===== config.mk =====
export PLATFORM = sky130hd
export DESIGN_NAME = multi_queue_ring_fifo
export DESIGN_NICKNAME = d
export VERILOG_FILES = /design/src/sv/mqrf_pkg.sv /design/src/sv/multi_queue_ring_fifo.sv
export VERILOG_INCLUDE_DIRS = /design/src /design/src/sv
export SDC_FILE = /design/constraint.sdc
export NUM_CORES = 2
export LEC_CHECK = 0
export ABC_CLOCK_PERIOD_IN_PS = 9900
export BUFFER_PORTS_ARGS = -buffer_cell sky130_fd_sc_hd__buf_2
export CAP_MARGIN = 15
export CORE_MARGIN = 8
export CORE_UTILIZATION = 60
export CTS_CLUSTER_SIZE = 24
export DETAILED_ROUTE_END_ITERATION = 6
export PLACE_DENSITY = 0.76
export SLEW_MARGIN = 10
export SYNTH_ARGS = -nofsm -noshare
export SYNTH_HDL_FRONTEND = slang
export SYNTH_SLANG_ARGS = --single-unit

===== constraint.sdc =====
create_clock -name clk -period 9.9 [get_ports clk]
set_clock_uncertainty 0.15 [all_clocks]
set_input_delay 0.99 -clock clk [delete_from_list [all_inputs] [get_ports clk]]
set_output_delay 0.99 -clock clk [all_outputs]
set_load 0.02 [all_outputs]

===== src/sv/assert_macros.svh =====
// Assertion macros used by the RTL top level.
// No dependencies; the macros expand to nothing when SYNTHESIS is defined.
`ifndef ASSERT_MACROS_SVH
`define ASSERT_MACROS_SVH
`ifndef SYNTHESIS
`define ASSERT_IMPLIES(label, clk, rst, ante, cons) \
  label: assert property (@(posedge clk) disable iff (rst) (ante) |-> (cons)) \
    else $error("implication check failed");
`define ASSERT_NEXT(label, clk, rst, ante, cons) \
  label: assert property (@(posedge clk) disable iff (rst) (ante) |=> (cons)) \
    else $error("next-cycle check failed");
`else
`define ASSERT_IMPLIES(label, clk, rst, ante, cons)
`define ASSERT_NEXT(label, clk, rst, ante, cons)
`endif
`endif


===== src/sv/mqrf_pkg.sv =====
// Shared types and constants for the multi-queue ring FIFO.
// No dependencies.
`default_nettype none
package mqrf_pkg;

  localparam int CMD_W     = 3;
  localparam int QID_W     = 3;
  localparam int DATA_W    = 32;
  localparam int CAP_W     = 5;
  localparam int CNT_OUT_W = 5;
  localparam int NUM_REGS  = 4;
  localparam int CFG_IDX_W = 2;
  localparam logic [CAP_W-1:0] CAP_RESET = CAP_W'(16);

  typedef enum logic [CMD_W-1:0] {
    CMD_ADD    = 3'd0,
    CMD_GET    = 3'd1,
    CMD_VIEW   = 3'd2,
    CMD_DELETE = 3'd3,
    CMD_COUNT  = 3'd4
  } cmd_t;

endpackage
`default_nettype wire


===== src/sv/multi_queue_ring_fifo.sv =====
// Top level of the multi-queue ring FIFO: command decode, queue pointers and the shared store.
// Depends on mqrf_pkg and assert_macros.svh.
//
// NUM_QUEUES circular queues share one store of NUM_QUEUES*QUEUE_DEPTH items; queue q
// owns entries q*QUEUE_DEPTH and up. Each transfer on the input channel carries one
// command (add, get, view, delete, count) and gives exactly one result, valid from the
// next cycle and held until it is transferred. A command is taken in every cycle in which
// the result register is empty or its result is transferred: the decision, the pointer
// update and the single store access (one write port, one registered read port) all
// happen at the edge that takes the command, so a stalled result stalls the input.
// Writing capacity register i sets queue i's capacity and empties it; write
// configuration only while no command is in flight.
`default_nettype none
module multi_queue_ring_fifo #(
  parameter int NUM_QUEUES  = 4,
  parameter int QUEUE_DEPTH = 16,
  parameter int ITEM_WIDTH  = 32
) (
  input  wire logic                           clk,
  input  wire logic                           rst,
  input  wire logic                           cfg_write_en,
  input  wire logic [mqrf_pkg::CFG_IDX_W-1:0] cfg_index,
  input  wire logic [mqrf_pkg::CAP_W-1:0]     cfg_data,
  input  wire logic                           in_valid,
  output logic                                in_ready,
  input  wire logic [mqrf_pkg::CMD_W-1:0]     command,
  input  wire logic [mqrf_pkg::QID_W-1:0]     queue_id,
  input  wire logic [mqrf_pkg::DATA_W-1:0]    write_data,
  output logic                                out_valid,
  input  wire logic                           out_ready,
  output logic                                ok,
  output logic [mqrf_pkg::DATA_W-1:0]         read_data,
  output logic [mqrf_pkg::CNT_OUT_W-1:0]      item_count
);

  localparam int PtrW   = $clog2(QUEUE_DEPTH);
  localparam int CntW   = $clog2(QUEUE_DEPTH + 1);
  localparam int CmpW   = (CntW > mqrf_pkg::CAP_W) ? CntW : mqrf_pkg::CAP_W;
  localparam int CntXW  = (CntW > mqrf_pkg::CNT_OUT_W) ? CntW : mqrf_pkg::CNT_OUT_W;
  localparam int QIdxW  = (NUM_QUEUES > 1) ? $clog2(NUM_QUEUES) : 1;
  localparam int Depth  = NUM_QUEUES * QUEUE_DEPTH;
  localparam int AddrW  = $clog2(Depth);
  localparam int ExtW   = (ITEM_WIDTH > mqrf_pkg::DATA_W) ? ITEM_WIDTH : mqrf_pkg::DATA_W;

  logic [mqrf_pkg::CAP_W-1:0] cap [mqrf_pkg::NUM_REGS];
  logic [PtrW-1:0]            head [NUM_QUEUES];
  logic [PtrW-1:0]            tail [NUM_QUEUES];
  logic [CntW-1:0]            fill [NUM_QUEUES];
  logic [ITEM_WIDTH-1:0]      mem [Depth];
  logic [ITEM_WIDTH-1:0]      mem_rdata;

  logic                 rd_sel;
  logic [CntW-1:0]      cnt;

  logic                 in_fire;
  logic                 qv;
  logic [QIdxW-1:0]     qi;
  mqrf_pkg::cmd_t       cmd;
  logic [CmpW-1:0]      cap_raw;
  logic [CmpW-1:0]      cap_eff;
  logic [PtrW-1:0]      head_sel;
  logic [PtrW-1:0]      tail_sel;
  logic [CntW-1:0]      fill_sel;
  logic                 is_pop_cmd;
  logic                 push_ok;
  logic                 pop_ok;
  logic                 adv_head;
  logic                 rd_sel_next;
  logic                 ok_next;
  logic [CmpW-1:0]      tail_inc;
  logic [CmpW-1:0]      head_inc;
  logic [PtrW-1:0]      tail_adv;
  logic [PtrW-1:0]      head_adv;
  logic [CntW-1:0]      fill_after;
  logic [CntW-1:0]      cnt_next;
  logic [AddrW-1:0]     waddr;
  logic [AddrW-1:0]     raddr;
  logic [ExtW-1:0]      wd_ext;
  logic [ExtW-1:0]      rd_ext;
  logic [CntXW-1:0]     cnt_ext;

  assign in_ready = !out_valid || out_ready;
  assign in_fire  = in_valid && in_ready;

  always_comb begin
    qv  = (4'(queue_id) < 4'(NUM_QUEUES));
    qi  = qv ? queue_id[QIdxW-1:0] : '0;
    cmd = mqrf_pkg::cmd_t'(command);
    if (4'(qi) < 4'(mqrf_pkg::NUM_REGS)) begin
      cap_raw = CmpW'(cap[mqrf_pkg::CFG_IDX_W'(qi)]);
    end else begin
      cap_raw = CmpW'(QUEUE_DEPTH);
    end
    cap_eff  = (cap_raw > CmpW'(QUEUE_DEPTH)) ? CmpW'(QUEUE_DEPTH) : cap_raw;
    head_sel = head[qi];
    tail_sel = tail[qi];
    fill_sel = fill[qi];

    is_pop_cmd = 1'b0;
    case (cmd)
      mqrf_pkg::CMD_GET, mqrf_pkg::CMD_VIEW, mqrf_pkg::CMD_DELETE: is_pop_cmd = 1'b1;
      default: is_pop_cmd = 1'b0;
    endcase

    push_ok     = qv && (cmd == mqrf_pkg::CMD_ADD) && (CmpW'(fill_sel) < cap_eff);
    pop_ok      = qv && is_pop_cmd && (fill_sel != '0);
    adv_head    = pop_ok && (cmd != mqrf_pkg::CMD_VIEW);
    rd_sel_next = pop_ok && (cmd != mqrf_pkg::CMD_DELETE);
    ok_next     = push_ok || pop_ok || (qv && (cmd == mqrf_pkg::CMD_COUNT));

    tail_inc = CmpW'(tail_sel) + CmpW'(1);
    head_inc = CmpW'(head_sel) + CmpW'(1);
    tail_adv = (tail_inc >= cap_eff) ? '0 : tail_inc[PtrW-1:0];
    head_adv = (head_inc >= cap_eff) ? '0 : head_inc[PtrW-1:0];

    if (push_ok) begin
      fill_after = fill_sel + CntW'(1);
    end else if (adv_head) begin
      fill_after = fill_sel - CntW'(1);
    end else begin
      fill_after = fill_sel;
    end
    cnt_next = qv ? fill_after : '0;

    waddr  = AddrW'(qi) * AddrW'(QUEUE_DEPTH) + AddrW'(tail_sel);
    raddr  = AddrW'(qi) * AddrW'(QUEUE_DEPTH) + AddrW'(head_sel);
    wd_ext = ExtW'(write_data);
  end

  // Store: at most one write or one registered read per transfer.
  always_ff @(posedge clk) begin
    if (in_fire && push_ok) begin
      mem[waddr] <= wd_ext[ITEM_WIDTH-1:0];
    end
    if (in_fire && rd_sel_next) begin
      mem_rdata <= mem[raddr];
    end
  end

  always_ff @(posedge clk) begin
    if (rst) begin
      for (int i = 0; i < mqrf_pkg::NUM_REGS; i++) begin
        cap[i] <= mqrf_pkg::CAP_RESET;
      end
      for (int i = 0; i < NUM_QUEUES; i++) begin
        head[i] <= '0;
        tail[i] <= '0;
        fill[i] <= '0;
      end
      out_valid <= 1'b0;
    end else begin
      if (cfg_write_en && (32'(cfg_index) < 32'(NUM_QUEUES))) begin
        cap[cfg_index]        <= cfg_data;
        head[QIdxW'(cfg_index)] <= '0;
        tail[QIdxW'(cfg_index)] <= '0;
        fill[QIdxW'(cfg_index)] <= '0;
      end else if (in_fire) begin
        if (push_ok) begin
          tail[qi] <= tail_adv;
        end
        if (adv_head) begin
          head[qi] <= head_adv;
        end
        if (qv) begin
          fill[qi] <= fill_after;
        end
      end
      if (in_fire) begin
        out_valid <= 1'b1;
      end else if (out_ready) begin
        out_valid <= 1'b0;
      end
    end
  end

  // Result register: hold until transferred.
  always_ff @(posedge clk) begin
    if (in_fire) begin
      ok     <= ok_next;
      rd_sel <= rd_sel_next;
      cnt    <= cnt_next;
    end
  end

  assign rd_ext     = ExtW'(mem_rdata);
  assign read_data  = rd_sel ? rd_ext[mqrf_pkg::DATA_W-1:0] : '0;
  assign cnt_ext    = CntXW'(cnt);
  assign item_count = cnt_ext[mqrf_pkg::CNT_OUT_W-1:0];

`include "assert_macros.svh"

  `ASSERT_IMPLIES(a_fail_no_data, clk, rst, out_valid && !ok, read_data == '0)
  `ASSERT_NEXT(a_bad_id_result, clk, rst, in_fire && !qv, !ok && (item_count == '0))
  `ASSERT_IMPLIES(a_read_only_on_pop, clk, rst, rd_sel_next, fill_sel != '0)

  for (genvar gq = 0; gq < NUM_QUEUES; gq++) begin : g_fill_chk
    `ASSERT_IMPLIES(a_fill_bound, clk, rst, 1'b1, fill[gq] <= CntW'(QUEUE_DEPTH))
  end

endmodule
`default_nettype wire


# ---- Word level (Yosys, flattened, before mapping)
# Memories as Yosys holds them, arrays and structs flattened. A register that Yosys moved wholly into a read port is not among the register bits.
# Index checks and enable logic that the tools add are counted.
dict set report totals {
  regBits 8
  latch_bits 0
  ram_bits 2120
  rom_bits 0
  input_bits 50
  word_cells 104
  n_memories 5
}
# memory words width read_ports rd_ports_with_merged_regs wr line
set mem_list {}
lappend mem_list {mem 64 32 1 1 1 multi_queue_ring_fifo.sv:49} ;# logic [ITEM_WIDTH-1:0] mem [Depth];
lappend mem_list {cap 4 5 1 0 4 multi_queue_ring_fifo.sv:45} ;# logic [mqrf_pkg::CAP_W-1:0] cap [mqrf_pkg::NUM_REGS];
lappend mem_list {fill 4 5 1 0 4 multi_queue_ring_fifo.sv:48} ;# logic [CntW-1:0] fill [NUM_QUEUES];
lappend mem_list {head 4 4 1 0 4 multi_queue_ring_fifo.sv:46} ;# logic [PtrW-1:0] head [NUM_QUEUES];
lappend mem_list {tail 4 4 1 0 4 multi_queue_ring_fifo.sv:47} ;# logic [PtrW-1:0] tail [NUM_QUEUES];
dict set report op_classes {
  n_addsub 6
  mul 0
  div 0
  order_cmp 5
  n_eq_ne 6
  n_shift 0
  mux 53
  bitwise_logic 0
  reduce_logical 25
}
# operator count
set ops {}
lappend ops {{$mux 1} 32}
lappend ops {{$mux 32} 1}
lappend ops {{$mux 5} 6}
lappend ops {{$mux 4} 6}
lappend ops {{$mux 2} 8}
lappend ops {{$reduce_or 4->1} 4}
lappend ops {{$reduce_or 5->1} 3}
lappend ops {{$add 6x4->6} 2}
lappend ops {{$add 4x1->5 const B} 2}
lappend ops {{$ge 5x5->1} 2}
lappend ops {{$logic_and 1x1->1} 10}
lappend ops {{$eq 3x2->1 const B} 2}
lappend ops {{$ne 3x2->1 const B} 2}
lappend ops {{$add 5x1->5 const B} 1}
lappend ops {{$gt 5x5->1 const B} 1}
lappend ops {{$lt 5x5->1} 1}
lappend ops {{$reduce_bool 5->1} 1}
lappend ops {{$sub 5x1->5 const B} 1}
lappend ops {{$eq 3x1->1 const B} 1}
lappend ops {{$eq 3x3->1 const B} 1}
lappend ops {{$logic_not 3->1} 1}
lappend ops {{$logic_or 1x1->1} 3}
lappend ops {{$lt 3x3->1 const B} 1}
lappend ops {{$reduce_or 3->1} 1}
lappend ops {{2 further kinds} 2}

# ---- Logic depth before layout (Yosys ltp)
# An unclocked memory read counts as a cell.
dict set report logic_depth {
  ltp_word 14
  ltp_mapped 20
  ltp_nobuf 14
}

# ---- Worst setup path before layout
# No wires, ideal clock.
dict set report synth_timing {
  kind {input to register}
  from {in queue_id[1] in the netlist's numbering}
  to {mem mem[30][0], enable pin}
  setup_time_ps 421
  t_arrival_ps 5214
  required_ps 9329
  setup_slack_ps 4115
  path_stages 15
  path_cell_list {clkbuf_2 -> buf_2 -> buf_2 -> nand2_1 -> nor2_1 -> a21oi_1 -> o221ai_1 -> ha_1 -> nor2b_1 -> o21ai_0 -> and3_1 -> o21ai_1 -> nor2_1 -> nand3_1 -> nor2_1}
}
dict set report synth_between {
  elab_chain_cells 10
}
# element line
set synth_lines {}
lappend synth_lines {{start, declared} multi_queue_ring_fifo.sv:27} ;# input wire logic [mqrf_pkg::QID_W-1:0] queue_id,
lappend synth_lines {{$lt 3x3->1} multi_queue_ring_fifo.sv:86} ;# qv = (4'(queue_id) < 4'(NUM_QUEUES));
lappend synth_lines {{$mux 2} multi_queue_ring_fifo.sv:87} ;# qi = qv ? queue_id[QIdxW-1:0] : '0;
lappend synth_lines {{$mem_v2 4x5} -}
lappend synth_lines {{$gt 5x5->1} multi_queue_ring_fifo.sv:94} ;# cap_eff = (cap_raw > CmpW'(QUEUE_DEPTH)) ? CmpW'(QUEUE_DEPTH) : cap_raw;
lappend synth_lines {{$mux 5} multi_queue_ring_fifo.sv:94}
lappend synth_lines {{$lt 5x5->1} multi_queue_ring_fifo.sv:105} ;# push_ok = qv && (cmd == mqrf_pkg::CMD_ADD) && (CmpW'(fill_sel) < cap_eff);
lappend synth_lines {{$logic_and 1x1->1} multi_queue_ring_fifo.sv:105}
lappend synth_lines {{$logic_and 1x1->1} multi_queue_ring_fifo.sv:132} ;# if (in_fire && push_ok) begin
lappend synth_lines {{$mux 1} multi_queue_ring_fifo.sv:132}
lappend synth_lines {{$mux 1 (implied by the code)} multi_queue_ring_fifo.sv:133} ;# mem[waddr] <= wd_ext[ITEM_WIDTH-1:0];
lappend synth_lines {{end, declared} multi_queue_ring_fifo.sv:49}
# Several ways; a longest one is shown, not always the timed one.

# ---- Worst setup path after layout
dict set report layout_timing {
  from {in queue_id[2] in the netlist's numbering}
  to {mem mem[10][25], enable pin}
}
dict set report layout_between {
  elab_chain_cells 10
}
# element line
set layout_lines {}
lappend layout_lines {{$lt 3x3->1 *} multi_queue_ring_fifo.sv:86}
lappend layout_lines {{$mux 2} multi_queue_ring_fifo.sv:87}
lappend layout_lines {{$mem_v2 4x5} -}
lappend layout_lines {{$gt 5x5->1} multi_queue_ring_fifo.sv:94}
lappend layout_lines {{$mux 5} multi_queue_ring_fifo.sv:94}
lappend layout_lines {{$lt 5x5->1} multi_queue_ring_fifo.sv:105}
lappend layout_lines {{$logic_and 1x1->1} multi_queue_ring_fifo.sv:105}
lappend layout_lines {{$logic_and 1x1->1} multi_queue_ring_fifo.sv:132}
lappend layout_lines {{$mux 1} multi_queue_ring_fifo.sv:132}
lappend layout_lines {{$mux 1 (implied by the code)} multi_queue_ring_fifo.sv:133}
# Mark *: on every way between the ends. The rest lies on a longest branch, timed or not.

==> impl_metrics.csv <==
group,metric,value,unit
placed_design,place.gp.congestion,0.9093,
floorplan,die-area,153700,sq um
grt,grtUsageMet3,0.1062,
synthesis,avgSynthCellArea,18.58,sq um
sta,rsz0062_at_grt,"no",
cts,cts_root_buf,"clkbuf_16",
cts,ctsHoldBuffers,0,
synthesis,synthTopCellsByArea,"edfxtp_1, mux4_2, mux2i_1",
synthesis,ys_seq_area_frac,0.7645,
setup_path,path_cells,"buf_2 -> inv_1 -> nand2_1 -> nor2_1 -> a21oi_1 -> o221ai_1 -> ha_1 -> nor2b_1 -> o21ai_0 -> and3_1 -> o21ai_1 -> nor2_1 -> nand3_1 -> nor2_4 -> buf_4",
sta,final_min_period_over_clock_period,0.6712,
synthesis,synth_edf_count,2159,
setup_path,cp-start-kind,"input port",
synthesis,syn_area,84830,sq um
grt,met2_usage,0.4454,
pwr,ir_worst_vdd,180.9,uV
setup_path,worstPathMaxFanout,27,
floorplan,design.core.area,140900,sq um
cts,cts_buffers,205,
cts,cts_sinks,2160,
synthesis,yosysWarnings,0,
final_layout,fillers,8862,
grt,grt_pass1_vias,45960,
grt,grt_max_degree,147,
synthesis,syn_nets,4634,
setup_path,r2r_start,"cap[3][4]$_DFFE_PP_",
synthesis,synth_top_cells_by_count,"edfxtp_1, mux2i_1, nand2_1",
setup_path,required,10.22,ns
grt,gr-total-overflow,0,
sta,slew_headroom,0.1395,
setup_path,end_kind,"register",
sta,fmax,150.5,MHz
pwr,p_leak,30.65,nW
sta,setup_viol,0,
cts,cts.path.max_buffers,3,
synthesis,postSynthCellCount,4565,
drt,wirelength,235.2,mm
final_layout,finalNetCount,4786,
synthesis,yosysMostFrequentCell,"edfxtp_1",
final_layout,regArea,64850,sq um
run_status,status,"finished clean",
sta,fin_tns_setup,0,ns
setup_path,path_common_cell,"nor2_1",
synthesis,synth_flop_cell,"edfxtp_1",
job,cap_violations,0,
floorplan,pin_count,90,
cts,cts_tree,"yes",
cts,htreeDepth,4,
grt,track_usage,0.3028,
setup_path,worst-path-buf-inv,3,
drt,wl_per_cell,34.68,um
floorplan,initial_core_util,0.6021,
placed_design,portBuffers,89,
setup_path,cpPeakStageDelay,0.85,ns
floorplan,die_w,392.0,um
setup_path,crit_start,"queue_id[2]",
grt,grt_pass1_wl,331.6,mm
sta,maxSlewViolCount,0,
min_path,hold_class,"input port to register",
final_layout,multi_input_area,18750,sq um
synthesis,synth.largest_area_cell,"edfxtp_1",
sta,hold_viol,0,
pwr,powerDensity,201.3,nW/um^2
setup_path,critPathKind,"input port to register",
drt,vias,47260,
synthesis,yosysTopAreaCellShare,0.7642,
sta,max_slew.worst_pin.slew,1.291,ns
sta,min_period,6.645,ns
setup_path,cp_top_family,"simple AND/OR/NAND/NOR gates",
setup_path,arrival,6.96,ns
grt,met1_usage,0.4156,
drt,initialDrtViolationCount,7241,
min_path,worstHoldStart,"in_valid",
final_layout,fin_cells,6783,
placed_design,dpl.hpwl,133.9,mm
drt,ant_nets,0,
synthesis,yosys_register_bits,2160,
cts,cts_setup_buffers,0,
grt,busiest_layer,"met2",
grt,antenna_found_initial,18,
synthesis,yosysUniqueCellTypes,74,
cts,insertion_delay,0.86,ns
sta,holdWs,0.2499,ns
placed_design,placed_cells,6390,
drt,drc,0,
drt,viasPerCell,6.967,
cts,cts_resized,0,
final_layout,drive_gt1_frac,0.1778,
final_layout,area_growth,11.47,%
floorplan,die_y,392.0,um
synthesis,async_reset_ff_frac,0,
drt,drt_first_pass_iters,6,
setup_path,slowest_stage,"nand3_1",
cts,clk_pin_slew,0.06,ns
floorplan,rows,138,
==> kinds of logic after synthesis <==
kind of cell,after synthesis,synth area share
buffers and inverters,403,0.02081
flip-flops,2160,0.7645
AO/OA/AOI/OAI,639,0.06263
AND/OR/NAND/NOR,747,0.04199
adder cells (fa/ha/maj),19,0.002802
XOR/XNOR,8,0.0008260
multiplexers,589,0.1065
==> worst paths after layout <==
| path | end | slack [ns] | cells after the start |
|---|---|---|---|
| worst max-delay path | mem[10][25]$_DFFE_PP_ | 3.25 | 15 |
| worst min-delay path | out_valid$_SDFFE_PP0P_ | 0.25 | 3 |
| worst max register to register | mem[10][25]$_DFFE_PP_ | 4.06 | 13 |
| worst min register to register | out_valid$_SDFFE_PP0P_ | 0.38 | 2 |
==> per-layer routing <==
layer	part of all wire	up-vias
li1	-	19030
met4	0.050	4
met1	0.35	23940
met3	0.15	598
met5	0.00011	-
met2	0.45	3693
==> through the flow <==
stage,worst slack (ns),instance area [sq um],util,total power [mW]
floorplan,4.115,84830,-,11.07
global placement,2.669,87840,0.6234,11.54
detailed placement,2.738,87840,0.6234,11.55
CTS,3.575,94330,0.6695,19.03
global route,2.984,94550,0.6711,19.45
finish,3.255,94560,0.6712,19.04
==> area by class of cell <==
type | count | area share
sequential | 2160 | 0.6858
clock buffer | 251 | 0.05608
clock inverter | 126 | 0.01252
tap | 1890 | 0.02501
inverter | 144 | 0.006020
antenna | 6 | 0.0001588
multi-input combinational | 2002 | 0.1982
timing repair buffer | 204 | 0.01617
==> report_power, final <==
group | internal, mW | leakage (nW) | switching [mW]
clock | 4.24 | 3.17 | 3.40
combinational | 0.416 | 7.97 | 0.869
sequential | 10.1 | 19.5 | 0.0144
total | 14.8 | 30.6 | 4.28
==> cells in the final DEF, fill, tap and decap left out, types with 11 or more instances in the layout <==
| cell type | count |
|---|---|
| a31o_2 | 23 |
| a311o_1 | 63 |
| clkinv_1 | 49 |
| a21oi_1 | 28 |
| a311oi_1 | 34 |
| nand3_1 | 42 |
| nand2b_1 | 21 |
| clkbuf_16 | 205 |
| ha_1 | 19 |
| buf_2 | 88 |
| buf_12 | 12 |
| edfxtp_1 | 2159 |
| nand2_1 | 310 |
| clkbuf_1 | 46 |
| nor4_1 | 13 |
| a31oi_1 | 28 |
| nor2_4 | 66 |
| and2_1 | 46 |
| a221oi_1 | 169 |
| bufinv_16 | 16 |
| nor2b_1 | 16 |
| nand4_1 | 12 |
| or4_1 | 31 |
| clkinv_2 | 40 |
| nor3_1 | 11 |
| mux4_2 | 250 |
| and3_1 | 80 |
| buf_4 | 100 |
| inv_1 | 141 |
| a221o_1 | 67 |
| o22ai_1 | 71 |
| nor2_1 | 70 |
| a211oi_1 | 65 |
| mux2i_1 | 336 |
==> registers in the layout (all words and copies together), names as in the netlist <==
signal      flops
cap            20
fill           20
head           16
item_count      5
mem          2048
mem_rdata      32
ok              1
out_valid       1
rd_sel          1
tail           16
==> tightest hold or removal path: cells and delay by family <==
family,cells,cell delay [ns]
buffers and inverters,2,0.15
AOI/OAI and AO/OA,1,0.05
No activity file was read; power rests on OpenSTA's default activity.
